--- src/rtl/core/otmp_pkg.sv ---
// Shared types, register codes and reset values for the over-temperature supervisor.
// No dependencies; every other file of the block imports this package.
`default_nettype none

package otmp_pkg;

  localparam int unsigned TempW = 12;
  localparam int unsigned TimeW = 32;

  // Supervisor states; the encoding is the state code reported on the output.
  typedef enum logic [2:0] {
    ST_IDLE     = 3'd0,
    ST_OCCUPIED = 3'd1,
    ST_OVER_LOW = 3'd2,
    ST_PREWAIT  = 3'd3,
    ST_OVER_HI  = 3'd4,
    ST_WAIT_RST = 3'd5
  } state_e;

  // Configuration register indexes (byte address / 4).
  typedef enum logic [1:0] {
    REG_LOW_THR  = 2'd0,
    REG_HIGH_THR = 2'd1,
    REG_PREALARM = 2'd2,
    REG_ALARM    = 2'd3
  } reg_idx_e;

  localparam logic signed [TempW-1:0] LowThrReset  = 12'sd250;
  localparam logic signed [TempW-1:0] HighThrReset = 12'sd300;
  localparam logic [TimeW-1:0]        PrealarmReset = 32'd3000;
  localparam logic [TimeW-1:0]        AlarmReset    = 32'd5000;

  typedef struct packed {
    logic signed [TempW-1:0] temperature;
    logic                    occupied;
    logic                    button_pressed;
    logic [TimeW-1:0]        now_ms;
  } item_t;

  typedef struct packed {
    logic [2:0] state_code;
    logic       prealarm_on;
    logic       alarm_on;
    logic       led_on;
    logic       clear_button;
  } result_t;

  typedef struct packed {
    logic signed [TempW-1:0] low_threshold;
    logic signed [TempW-1:0] high_threshold;
    logic [TimeW-1:0]        prealarm_time;
    logic [TimeW-1:0]        alarm_time;
  } cfg_t;

endpackage

`default_nettype wire

--- src/rtl/core/otmp_cfg_regs.sv ---
// APB-style configuration registers: thresholds and timeouts.
// Depends on otmp_pkg.
`default_nettype none

module otmp_cfg_regs
  import otmp_pkg::*;
(
  input  wire logic        clk_i,
  input  wire logic        rst_ni,
  input  wire logic        psel,
  input  wire logic        penable,
  input  wire logic        pwrite,
  input  wire logic [3:0]  paddr,
  input  wire logic [31:0] pwdata,
  output logic [31:0]      prdata,
  output logic             pready,
  output cfg_t             cfg_o
);

  cfg_t     cfg_q;
  reg_idx_e idx;
  logic     wr_en;

  // Byte offset bits are ignored; every write lands on one of the four registers.
  assign idx    = reg_idx_e'(paddr[3:2]);
  assign wr_en  = psel && penable && pwrite;
  assign pready = 1'b1;
  assign cfg_o  = cfg_q;

  always_ff @(posedge clk_i or negedge rst_ni) begin
    if (!rst_ni) begin
      cfg_q.low_threshold  <= LowThrReset;
      cfg_q.high_threshold <= HighThrReset;
      cfg_q.prealarm_time  <= PrealarmReset;
      cfg_q.alarm_time     <= AlarmReset;
    end else if (wr_en) begin
      unique case (idx)
        REG_LOW_THR:  cfg_q.low_threshold  <= pwdata[TempW-1:0];
        REG_HIGH_THR: cfg_q.high_threshold <= pwdata[TempW-1:0];
        REG_PREALARM: cfg_q.prealarm_time  <= pwdata;
        REG_ALARM:    cfg_q.alarm_time     <= pwdata;
        default: ;
      endcase
    end
  end

  always_comb begin
    unique case (idx)
      REG_LOW_THR:  prdata = {{(32-TempW){cfg_q.low_threshold[TempW-1]}}, cfg_q.low_threshold};
      REG_HIGH_THR: prdata = {{(32-TempW){cfg_q.high_threshold[TempW-1]}},
                              cfg_q.high_threshold};
      REG_PREALARM: prdata = cfg_q.prealarm_time;
      REG_ALARM:    prdata = cfg_q.alarm_time;
      default:      prdata = '0;
    endcase
  end

endmodule

`default_nettype wire

--- src/rtl/core/otmp_fsm.sv ---
// Supervisor state machine with its timers and flags; computes one step per item.
// Depends on otmp_pkg.
`default_nettype none

module otmp_fsm
  import otmp_pkg::*;
(
  input  wire logic clk_i,
  input  wire logic rst_ni,
  input  wire logic step_i,
  input  item_t     item_i,
  input  cfg_t      cfg_i,
  output result_t   res_o
);

  state_e           state_q, state_d;
  logic [TimeW-1:0] entry_q, entry_d;
  logic [TimeW-1:0] carried_q, carried_d;
  logic             pre_q, pre_d;
  logic             alarm_q, alarm_d;
  logic             lamp_q, lamp_d;
  logic             clear;

  logic [TimeW-1:0] elapsed;
  logic [TimeW:0]   carried_sum;
  logic             above_low, below_low, above_high, below_high;
  logic             gt_pre, gt_alarm, sum_gt_pre;

  // Elapsed time wraps at 32 bits; the carried sum is kept at 33 bits.
  assign elapsed     = item_i.now_ms - entry_q;
  assign carried_sum = {1'b0, elapsed} + {1'b0, carried_q};

  assign above_low  = item_i.temperature > cfg_i.low_threshold;
  assign below_low  = item_i.temperature < cfg_i.low_threshold;
  assign above_high = item_i.temperature > cfg_i.high_threshold;
  assign below_high = item_i.temperature < cfg_i.high_threshold;
  assign gt_pre     = elapsed > cfg_i.prealarm_time;
  assign gt_alarm   = elapsed > cfg_i.alarm_time;
  assign sum_gt_pre = carried_sum > {1'b0, cfg_i.prealarm_time};

  always_comb begin
    state_d = state_q;
    unique case (state_q)
      ST_OCCUPIED: begin
        if (!item_i.occupied) state_d = ST_IDLE;
        else if (above_low)   state_d = ST_OVER_LOW;
      end
      ST_OVER_LOW: begin
        if (below_low)       state_d = ST_OCCUPIED;
        else if (gt_pre)     state_d = ST_PREWAIT;
        else if (above_high) state_d = ST_OVER_HI;
      end
      ST_OVER_HI: begin
        if (below_high)    state_d = ST_OVER_LOW;
        else if (gt_alarm) state_d = ST_WAIT_RST;
      end
      ST_PREWAIT: begin
        if (above_high)     state_d = ST_OVER_HI;
        else if (below_low) state_d = ST_OCCUPIED;
      end
      ST_WAIT_RST: begin
        if (item_i.button_pressed) state_d = ST_OCCUPIED;
      end
      default: begin
        // Idle, and any unused code, wait for the bay to be occupied.
        if (item_i.occupied) state_d = ST_OCCUPIED;
      end
    endcase
  end

  always_comb begin
    carried_d = carried_q;
    pre_d     = pre_q;
    alarm_d   = alarm_q;
    lamp_d    = lamp_q;
    clear     = 1'b0;
    // Every state change restarts the time in state.
    entry_d   = (state_d != state_q) ? item_i.now_ms : entry_q;
    unique case (state_q)
      ST_OCCUPIED: begin
        if (item_i.occupied && above_low) carried_d = '0;
      end
      ST_OVER_LOW: begin
        if (below_low) begin
          pre_d = 1'b0;
        end else if (gt_pre) begin
          carried_d = '0;
          pre_d     = 1'b1;
        end else if (above_high) begin
          carried_d = elapsed;
        end
      end
      ST_OVER_HI: begin
        if (!below_high && gt_alarm) begin
          alarm_d = 1'b1;
          lamp_d  = 1'b1;
          pre_d   = 1'b0;
          clear   = 1'b1;
        end else if (!below_high && sum_gt_pre) begin
          pre_d = 1'b1;
        end
      end
      ST_WAIT_RST: begin
        if (item_i.button_pressed) begin
          alarm_d = 1'b0;
          lamp_d  = 1'b0;
        end
      end
      default: ;
    endcase
  end

  always_ff @(posedge clk_i or negedge rst_ni) begin
    if (!rst_ni) begin
      state_q   <= ST_OCCUPIED;
      entry_q   <= '0;
      carried_q <= '0;
      pre_q     <= 1'b0;
      alarm_q   <= 1'b0;
      lamp_q    <= 1'b0;
    end else if (step_i) begin
      state_q   <= state_d;
      entry_q   <= entry_d;
      carried_q <= carried_d;
      pre_q     <= pre_d;
      alarm_q   <= alarm_d;
      lamp_q    <= lamp_d;
    end
  end

  assign res_o.state_code   = state_d;
  assign res_o.prealarm_on  = pre_d;
  assign res_o.alarm_on     = alarm_d;
  assign res_o.led_on       = lamp_d;
  assign res_o.clear_button = clear;

endmodule

`default_nettype wire

--- src/rtl/core/overtemp_alarm_fsm.sv ---
// Over-temperature supervisor, top level.
// Use: each input item carries a temperature sample (signed tenths of a degree),
// the occupancy and button flags and the millisecond time of one tick. Each item
// yields exactly one result item: the state code after the tick, the pre-alarm,
// alarm and lamp flags, and a one-item button-clear pulse on alarm entry.
// Channels: stream input (s_axis_*), stream output (m_axis_*), and an APB-style
// port for thresholds and timeouts, to be written only while no item is in flight.
// Path: an accepted item is held in the input register and its result is computed
// into the output register, where it is valid to the receiver.
// Throughput: one item per cycle unless stalled; the state step is one pass of
// compare logic from the input register to the output register, with the wrapping
// 32-bit elapsed-time subtract and the 33-bit carried-time sum as the longest path.
// Stall: when the receiver holds m_axis_tready low, the result waits in the
// output register and one more item is held in the input register; then
// s_axis_tready drops until the receiver takes the result.
// Reset: the supervisor starts in the occupied state with timers and flags
// cleared, and the registers return to 25.0, 30.0 degrees, 3000 and 5000 ms.
// Depends on otmp_pkg, otmp_cfg_regs and otmp_fsm.
`default_nettype none

module overtemp_alarm_fsm
  import otmp_pkg::*;
(
  input  wire logic        clk_i,
  input  wire logic        rst_ni,
  // Input item.
  input  wire logic        s_axis_tvalid,
  output logic             s_axis_tready,
  // [11:0] temperature, [12] occupied, [13] button_pressed, [45:14] now_ms,
  // [47:46] zero.
  input  wire logic [47:0] s_axis_tdata,
  // Result item.
  output logic             m_axis_tvalid,
  input  wire logic        m_axis_tready,
  // [2:0] state_code, [3] prealarm_on, [4] alarm_on, [5] led_on,
  // [6] clear_button, [7] zero.
  output logic [7:0]       m_axis_tdata,
  // Configuration.
  input  wire logic        psel,
  input  wire logic        penable,
  input  wire logic        pwrite,
  input  wire logic [3:0]  paddr,
  input  wire logic [31:0] pwdata,
  output logic [31:0]      prdata,
  output logic             pready
);

  cfg_t    cfg;
  item_t   item_q;
  logic    in_vld_q;
  result_t res, res_q;
  logic    out_vld_q;
  logic    advance;
  logic    in_take;

  // The held item steps the supervisor whenever the output register can take it.
  assign advance       = in_vld_q && (!out_vld_q || m_axis_tready);
  assign s_axis_tready = !in_vld_q || advance;
  assign in_take       = s_axis_tvalid && s_axis_tready;

  always_ff @(posedge clk_i or negedge rst_ni) begin
    if (!rst_ni) begin
      in_vld_q <= 1'b0;
    end else if (s_axis_tready) begin
      in_vld_q <= s_axis_tvalid;
    end
  end

  always_ff @(posedge clk_i) begin
    if (in_take) begin
      item_q.temperature    <= s_axis_tdata[11:0];
      item_q.occupied       <= s_axis_tdata[12];
      item_q.button_pressed <= s_axis_tdata[13];
      item_q.now_ms         <= s_axis_tdata[45:14];
    end
  end

  otmp_cfg_regs u_cfg (
    .clk_i   (clk_i),
    .rst_ni  (rst_ni),
    .psel    (psel),
    .penable (penable),
    .pwrite  (pwrite),
    .paddr   (paddr),
    .pwdata  (pwdata),
    .prdata  (prdata),
    .pready  (pready),
    .cfg_o   (cfg)
  );

  otmp_fsm u_fsm (
    .clk_i  (clk_i),
    .rst_ni (rst_ni),
    .step_i (advance),
    .item_i (item_q),
    .cfg_i  (cfg),
    .res_o  (res)
  );

  always_ff @(posedge clk_i or negedge rst_ni) begin
    if (!rst_ni) begin
      out_vld_q <= 1'b0;
    end else if (advance) begin
      out_vld_q <= 1'b1;
    end else if (m_axis_tready) begin
      out_vld_q <= 1'b0;
    end
  end

  always_ff @(posedge clk_i) begin
    if (advance) begin
      res_q <= res;
    end
  end

  assign m_axis_tvalid = out_vld_q;
  assign m_axis_tdata  = {1'b0, res_q.clear_button, res_q.led_on, res_q.alarm_on,
                          res_q.prealarm_on, res_q.state_code};

endmodule

`default_nettype wire
--- config.mk ---
export PLATFORM = sky130hd
export DESIGN_NAME = overtemp_alarm_fsm
export DESIGN_NICKNAME = d
export VERILOG_FILES = /design/src/rtl/core/otmp_pkg.sv /design/src/rtl/core/otmp_cfg_regs.sv /design/src/rtl/core/otmp_fsm.sv /design/src/rtl/core/overtemp_alarm_fsm.sv
export SDC_FILE = /design/constraint.sdc
export NUM_CORES = 1
export LEC_CHECK = 0
export ABC_AREA = 1
export BUFFER_PORTS_ARGS = -buffer_cell sky130_fd_sc_hd__buf_2
export CELL_PAD_IN_SITES_DETAIL_PLACEMENT = 0
export CELL_PAD_IN_SITES_GLOBAL_PLACEMENT = 2
export CORE_MARGIN = 5
export CORE_UTILIZATION = 29
export CTS_CLUSTER_DIAMETER = 120
export DETAILED_ROUTE_END_ITERATION = 8
export GPL_TIMING_DRIVEN = 0
export HOLD_SLACK_MARGIN = 0.02
export PLACE_DENSITY = 0.64
export RECOVER_POWER = 25
export SYNTH_ARGS = -nofsm -noshare
export SYNTH_HDL_FRONTEND = slang
export SYNTH_SLANG_ARGS = --single-unit
--- constraint.sdc ---
create_clock -name clk_i -period 7.6 [get_ports clk_i]
set_input_delay 1.52 -clock clk_i [delete_from_list [all_inputs] [get_ports clk_i]]
set_output_delay 1.52 -clock clk_i [all_outputs]
set_load 0.02 [all_outputs]
After elaboration in Yosys (flattened, before gate mapping)
Index checks and enable logic that the tools add are counted.
{ "totals": {"word_cells": 95, "register_bits": 213} }
{ "op_classes": {"n_eq_ne": 12, "magnitude_cmp": 7, "mux": 32, "n_reduce_logical": 21, "add_sub_neg": 2} }
{ "ops": {"columns": ["op", "n"], "rows": [
  ["two-way mux 32 bit", 4],
  ["one-hot mux 32 bit (4 select lines)", 1],
  ["> comparator 32 bit", 2],
  ["one-hot mux 32 bit (2 select lines)", 1],
  ["adder 32 x 32 -> 33 bit", 1],
  ["> comparator 33 x 32 -> 1 bit", 1],
  ["two-way mux 3 bit", 11],
  ["subtractor 32 bit", 1],
  ["> comparator 12 bit", 2],
  ["< comparator 12 bit", 2],
  ["one-hot mux 3 bit (5 select lines)", 1],
  ["two-way mux 1 bit", 11],
  ["AND reduction 2 bit", 5],
  ["logical AND 1 bit", 7],
  ["== test 3 x 2 -> 1 bit (second input constant)", 2],
  ["== test 3 bit (second input constant)", 2],
  ["one-hot mux 1 bit (2 select lines)", 3],
  ["AND reduction 5 bit", 1],
  ["== test 2 bit (second input constant)", 2],
  ["nonzero test 2 bit", 2],
  ["== test 3 x 1 -> 1 bit (second input constant)", 1],
  ["zero test 1 bit", 3],
  ["inequality test 3 x 1 -> 1 bit (second input constant)", 1],
  ["inequality test 3 bit", 1],
  ["other kinds (5)", 6]
]} }

Logic depth before layout (Yosys ltp)
{ "depth": {"ltp_word": 7, "depth_mapped": 40} }

Modules after synthesis
Synthesis repeated with hierarchy kept, for this count alone.
{ "unflattened": {"hier_cells": 2000, "area_unflattened_um2": 15464.8} }
{ "by_module_without_submodules": {"columns": ["module", "instances", "area_each_um2", "cells_each", "seq_area_each_um2"], "rows": [
  ["otmp_fsm", 1, 9620.5, 1400, 1752.9],
  ["otmp_cfg_regs", 1, 4146.5, 533, 2229.6],
  ["overtemp_alarm_fsm", 1, 1697.9, 67, 1641.6]
]} }

Worst setup path after synthesis
No wires, ideal clock.
{ "synth_path": {"path_kind": "reg2reg", "from": "register item_q[0] in the netlist's numbering", "to": "register res_q, in the netlist m_axis_tdata[3] (data pin)", "setup_time_ns": 0.258, "stages_incl_launch_ff": 34, "arrival_time_ns": 4.642, "path_slack_ns": 2.700, "path_cell_list": "edfxtp_1 inv_1 ha_1 fa_1 nand3b_1 nand2_1 a21boi_1 o21ai_0 nand2_1 a22oi_1 xor2_1 ha_1 a21o_1 a31oi_1 a21boi_1 o21ai_0 nand4_1 nand2_1 nand2_1 nand2_1 ha_1 nand2_1 inv_1 nand3_1 nor3_1 nand3_1 nor3_1 nand3_1 nand2_1 inv_1 nand2_1 nand2_1 nand2_1 nand2_1"} }
{ "synth_rtl": {"columns": ["element", "line_no", "text"], "rows": [
  ["start: declaration", "overtemp_alarm_fsm.sv:49", "item_t item_q;"],
  ["end signal: assignment", "overtemp_alarm_fsm.sv:112", "res_q <= res;"],
  ["end: declaration", "overtemp_alarm_fsm.sv:51", "result_t res, res_q;"]
]} }

==> impl_results.md <==
* Synthesis-stage register bit count at between 200 and 250
* Worst path bufs/invs at 3
* Failing checks: capacitance limit, slew limit
* Antenna violations before repair at 0
* Top delay family on crit path: simple AND/OR/NAND/NOR gates
* Iter 0 DRT Violations at roughly 660
* Rows at 83
* First-pass GRT wire length at about 74000 um
* Mapped Avg Cell Area at slightly above 8 um^2
* Rel. slew slack at -193%
* Most common cell after layout, fill and taps aside: nand2_1
* Setup violators final at 0
* DR vias at 12600
* Synth top area share at a little under a quarter
* Total global-route track usage at between 15 and 20%
* Number of flops mapped to enable cells by yosys at 53
* Port Buf Inserts at between 100 and 150
* Status: finished with violations
* Ys Warns at 0
* Sequential fraction of the synthesis area at a little under two fifths
* Worst Hold Path EP: u_fsm.entry_q[0]
* Hold Fails Final Rpt at 0
* Fmax at around 150 MHz
* Longest Clk Path Bufs at 3
* TritonCTS Buffers at 30
* Worst Tran Pin Value at around 4.4 ns
* Vert. Die Dim at 238 um
* Worst stage delay on the critical path at roughly 0.56 ns
* Detailed-placement wirelength estimate at ~39000 um
* Core area at 51300 um^2
* Post-synth ARST share at approximately three quarters
* CTS Sinks at ~210
* Number of routed nets with antenna violations at 0
* Die Area at around 57000 um^2
* H-tree levels at 1
* Crit share post-route at a little under nine tenths
* Slowest CP cell: o21ai_0
* TritonCTS clock tree: yes
* Hold WC Path Type: flop to flop
* Max-cap violation count at 1
* Final min period at 6.55 ns
* Final worst slack at about 1.0 ns
* Reg2reg end: m_axis_tdata[3]
* CTS root buffer: clkbuf_16
* Worst-skew pair later-pin latency at just under 0.6 ns
* Synthesized cell area at ~15000 um^2
* Fraction of layout cells with a size suffix above 1 at between 10% and 20%
* Final std cells w/o fill at 2704
* Crit path kind: flop to flop
* Post-CTS setup buffer count at 0
* Crit Path Max Fanout at 5
* Area grow syn2layout at 16.6%
* Dpl ws at ~0.90 ns
* Ys flop type: dfrtp_1
* Antenna cells at 0
* Area contributors post-synth: dfrtp_1 (23%), ha_1 (15%), edfxtp_1 (11%)
* Setup TNS at 0 ns
* Worst vdd ir at slightly above 0.2 mV
* Clk slew on worst S/H paths at approximately 0.06 ns
* Hold buffers post-CTS at 0
* Hold Worst Slack at between 0.4 and 0.5 ns
* Die X at approximately 240 um
* Yosys top cell by area: dfrtp_1
* Overall power at 8.65 mW
* Synth Net Count at between 2000 and 2500
* RR Startpoint: item_q[0]
* Yosys cell types at between 50 and 60
* Placed Cells incl. Taps at 2648
* Cells after Synth at ~1800
* Largest net degree at the start of global routing at between 80 and 90
* Leakage power at 8.58 nW
* PD cells at about 500 nW/um^2
* Flop2flop setup slack at 1.05 ns
* Drt pass-1 iters at 4
* Worst R2R Path Depth at 33
* Initial Util at just under 30%
* Final GP Congestion at roughly 0.83
* WP data required at slightly below 8 ns
* Count of nets after finishing at around 2300
* Vias in the first global route at between 10000 and 15000
* CP Data Arrival Time at roughly 7 ns
* Total gr overflow at 0
* Vias per std cell at 4.67
* PostCTS Resize Cnt at 0
* Layout Skew at roughly 0.026 ns
* CP Launch Type: flop
* Wire per inst at about 18 um
* Hold Path Origin: u_fsm.entry_q[0]
* I/O pin count at approximately 130
* RSZ-0062 raised after global routing: no
* Final Slew Violations at 74
* Crit-path most repeated cell: nand2_1
* Worst hold stages at 2
* Commonest cells after routing, fill and taps aside: nand2_1 (419), inv_1 (245), ha_1 (186), o21ai_0 (154), a21oi_1 (138)
* Final wirelength at ~48000 um
* Post-route DRC at 0
* Worst setup EP type: flop
==> area by class of cell <==
| type | count | area [um^2] |
|---|---|---|
| fillers | 5500 | 33800 |
| multi-input cells | 1330 | 8220 |
| repair buffers | 129 | 679 |
| clock inverters | 12 | 128 |
| clock buffers | 44 | 843 |
| plain buffers | 45 | 251 |
| inverters | 251 | 942 |
| flip-flops and latches | 213 | 5620 |
| well taps | 680 | 851 |
==> cell usage after synthesis, types with 23 or more instances <==
cell         n
dfstp_2     23
inv_1      246
o21ai_0    154
ha_1       186
nand2_2     65
xor2_1      38
clkbuf_1    26
edfxtp_1    53
o2111ai_1   32
nand3_1     65
dfrtp_1    137
a21oi_1    138
nand2_1    419
nor2_1      75
==> power breakdown <==
group | switching [mW] | internal (mW)
Clock | 0.550 | 0.834
Sequential | 0.191 | 1.51
Combinational | 3.56 | 2.01
Total | 4.30 | 4.35
==> cell families (layout without fill, tap and decap cells) <==
kind of cell,after synthesis,count (layout),share of synthesized area (%)
adders and majority gates,188,188,15.7
AOI/OAI and AO/OA,389,389,14.9
and+or+nand+nor,691,691,20.5
buffers and inverters,296,481,7.94
DFF,213,213,37.4
xor gates and xnor gates,60,60,3.49
other,2,2,0.0499
==> worst max path at each step <==
stage / start / endpoint / slack, ns / cells past startpoint
2_1_floorplan: item_q[0] / m_axis_tdata[3] / 2.70 / 33
3_3_place_gp: item_q[0] / m_axis_tdata[3] / 0.88 / 33
3_5_place_dp: item_q[0] / m_axis_tdata[3] / 0.90 / 33
4_1_cts: item_q[0] / m_axis_tdata[3] / 0.88 / 33
5_1_grt: item_q[0] / m_axis_tdata[3] / 0.52 / 33
6_report: item_q[0] / m_axis_tdata[3] / 1.05 / 33
==> per-layer routing <==
layer / wire [um] / vias to the layer above / track usage, %
met3: 1470 / 42 / 1.66
met1: 23700 / 5895 / 23.9
met2: 21400 / 192 / 26.6
met4: 1030 / 0 / 3.95
met5: 0 / - / 0
li1: - / 6500 / -
==> sequential cells by signal (all words and copies together), names as in the netlist <==
name / count
in_vld_q: 1
item_q: 46
m_axis_tdata: 7
m_axis_tvalid: 1
u_cfg.cfg_o: 88
u_fsm.alarm_q: 1
u_fsm.carried_q: 32
u_fsm.entry_q: 32
u_fsm.lamp_q: 1
u_fsm.pre_q: 1
u_fsm.state_q: 3
==> through the flow <==
stage	instance area (um^2)	util [%]
finish	17500	34.2
global route	17500	34.2
CTS	17600	34.2
detailed placement	16600	32.3
global placement	16500	32.2
floorplan	15000	-
==> tightest hold or removal path, delay by kind of cell, from the launching register on <==
kind	cells	cell delay [ns]
simple gates	2	0.10
flops	1	0.34
Note: power is estimated with default switching activity, not from simulation.
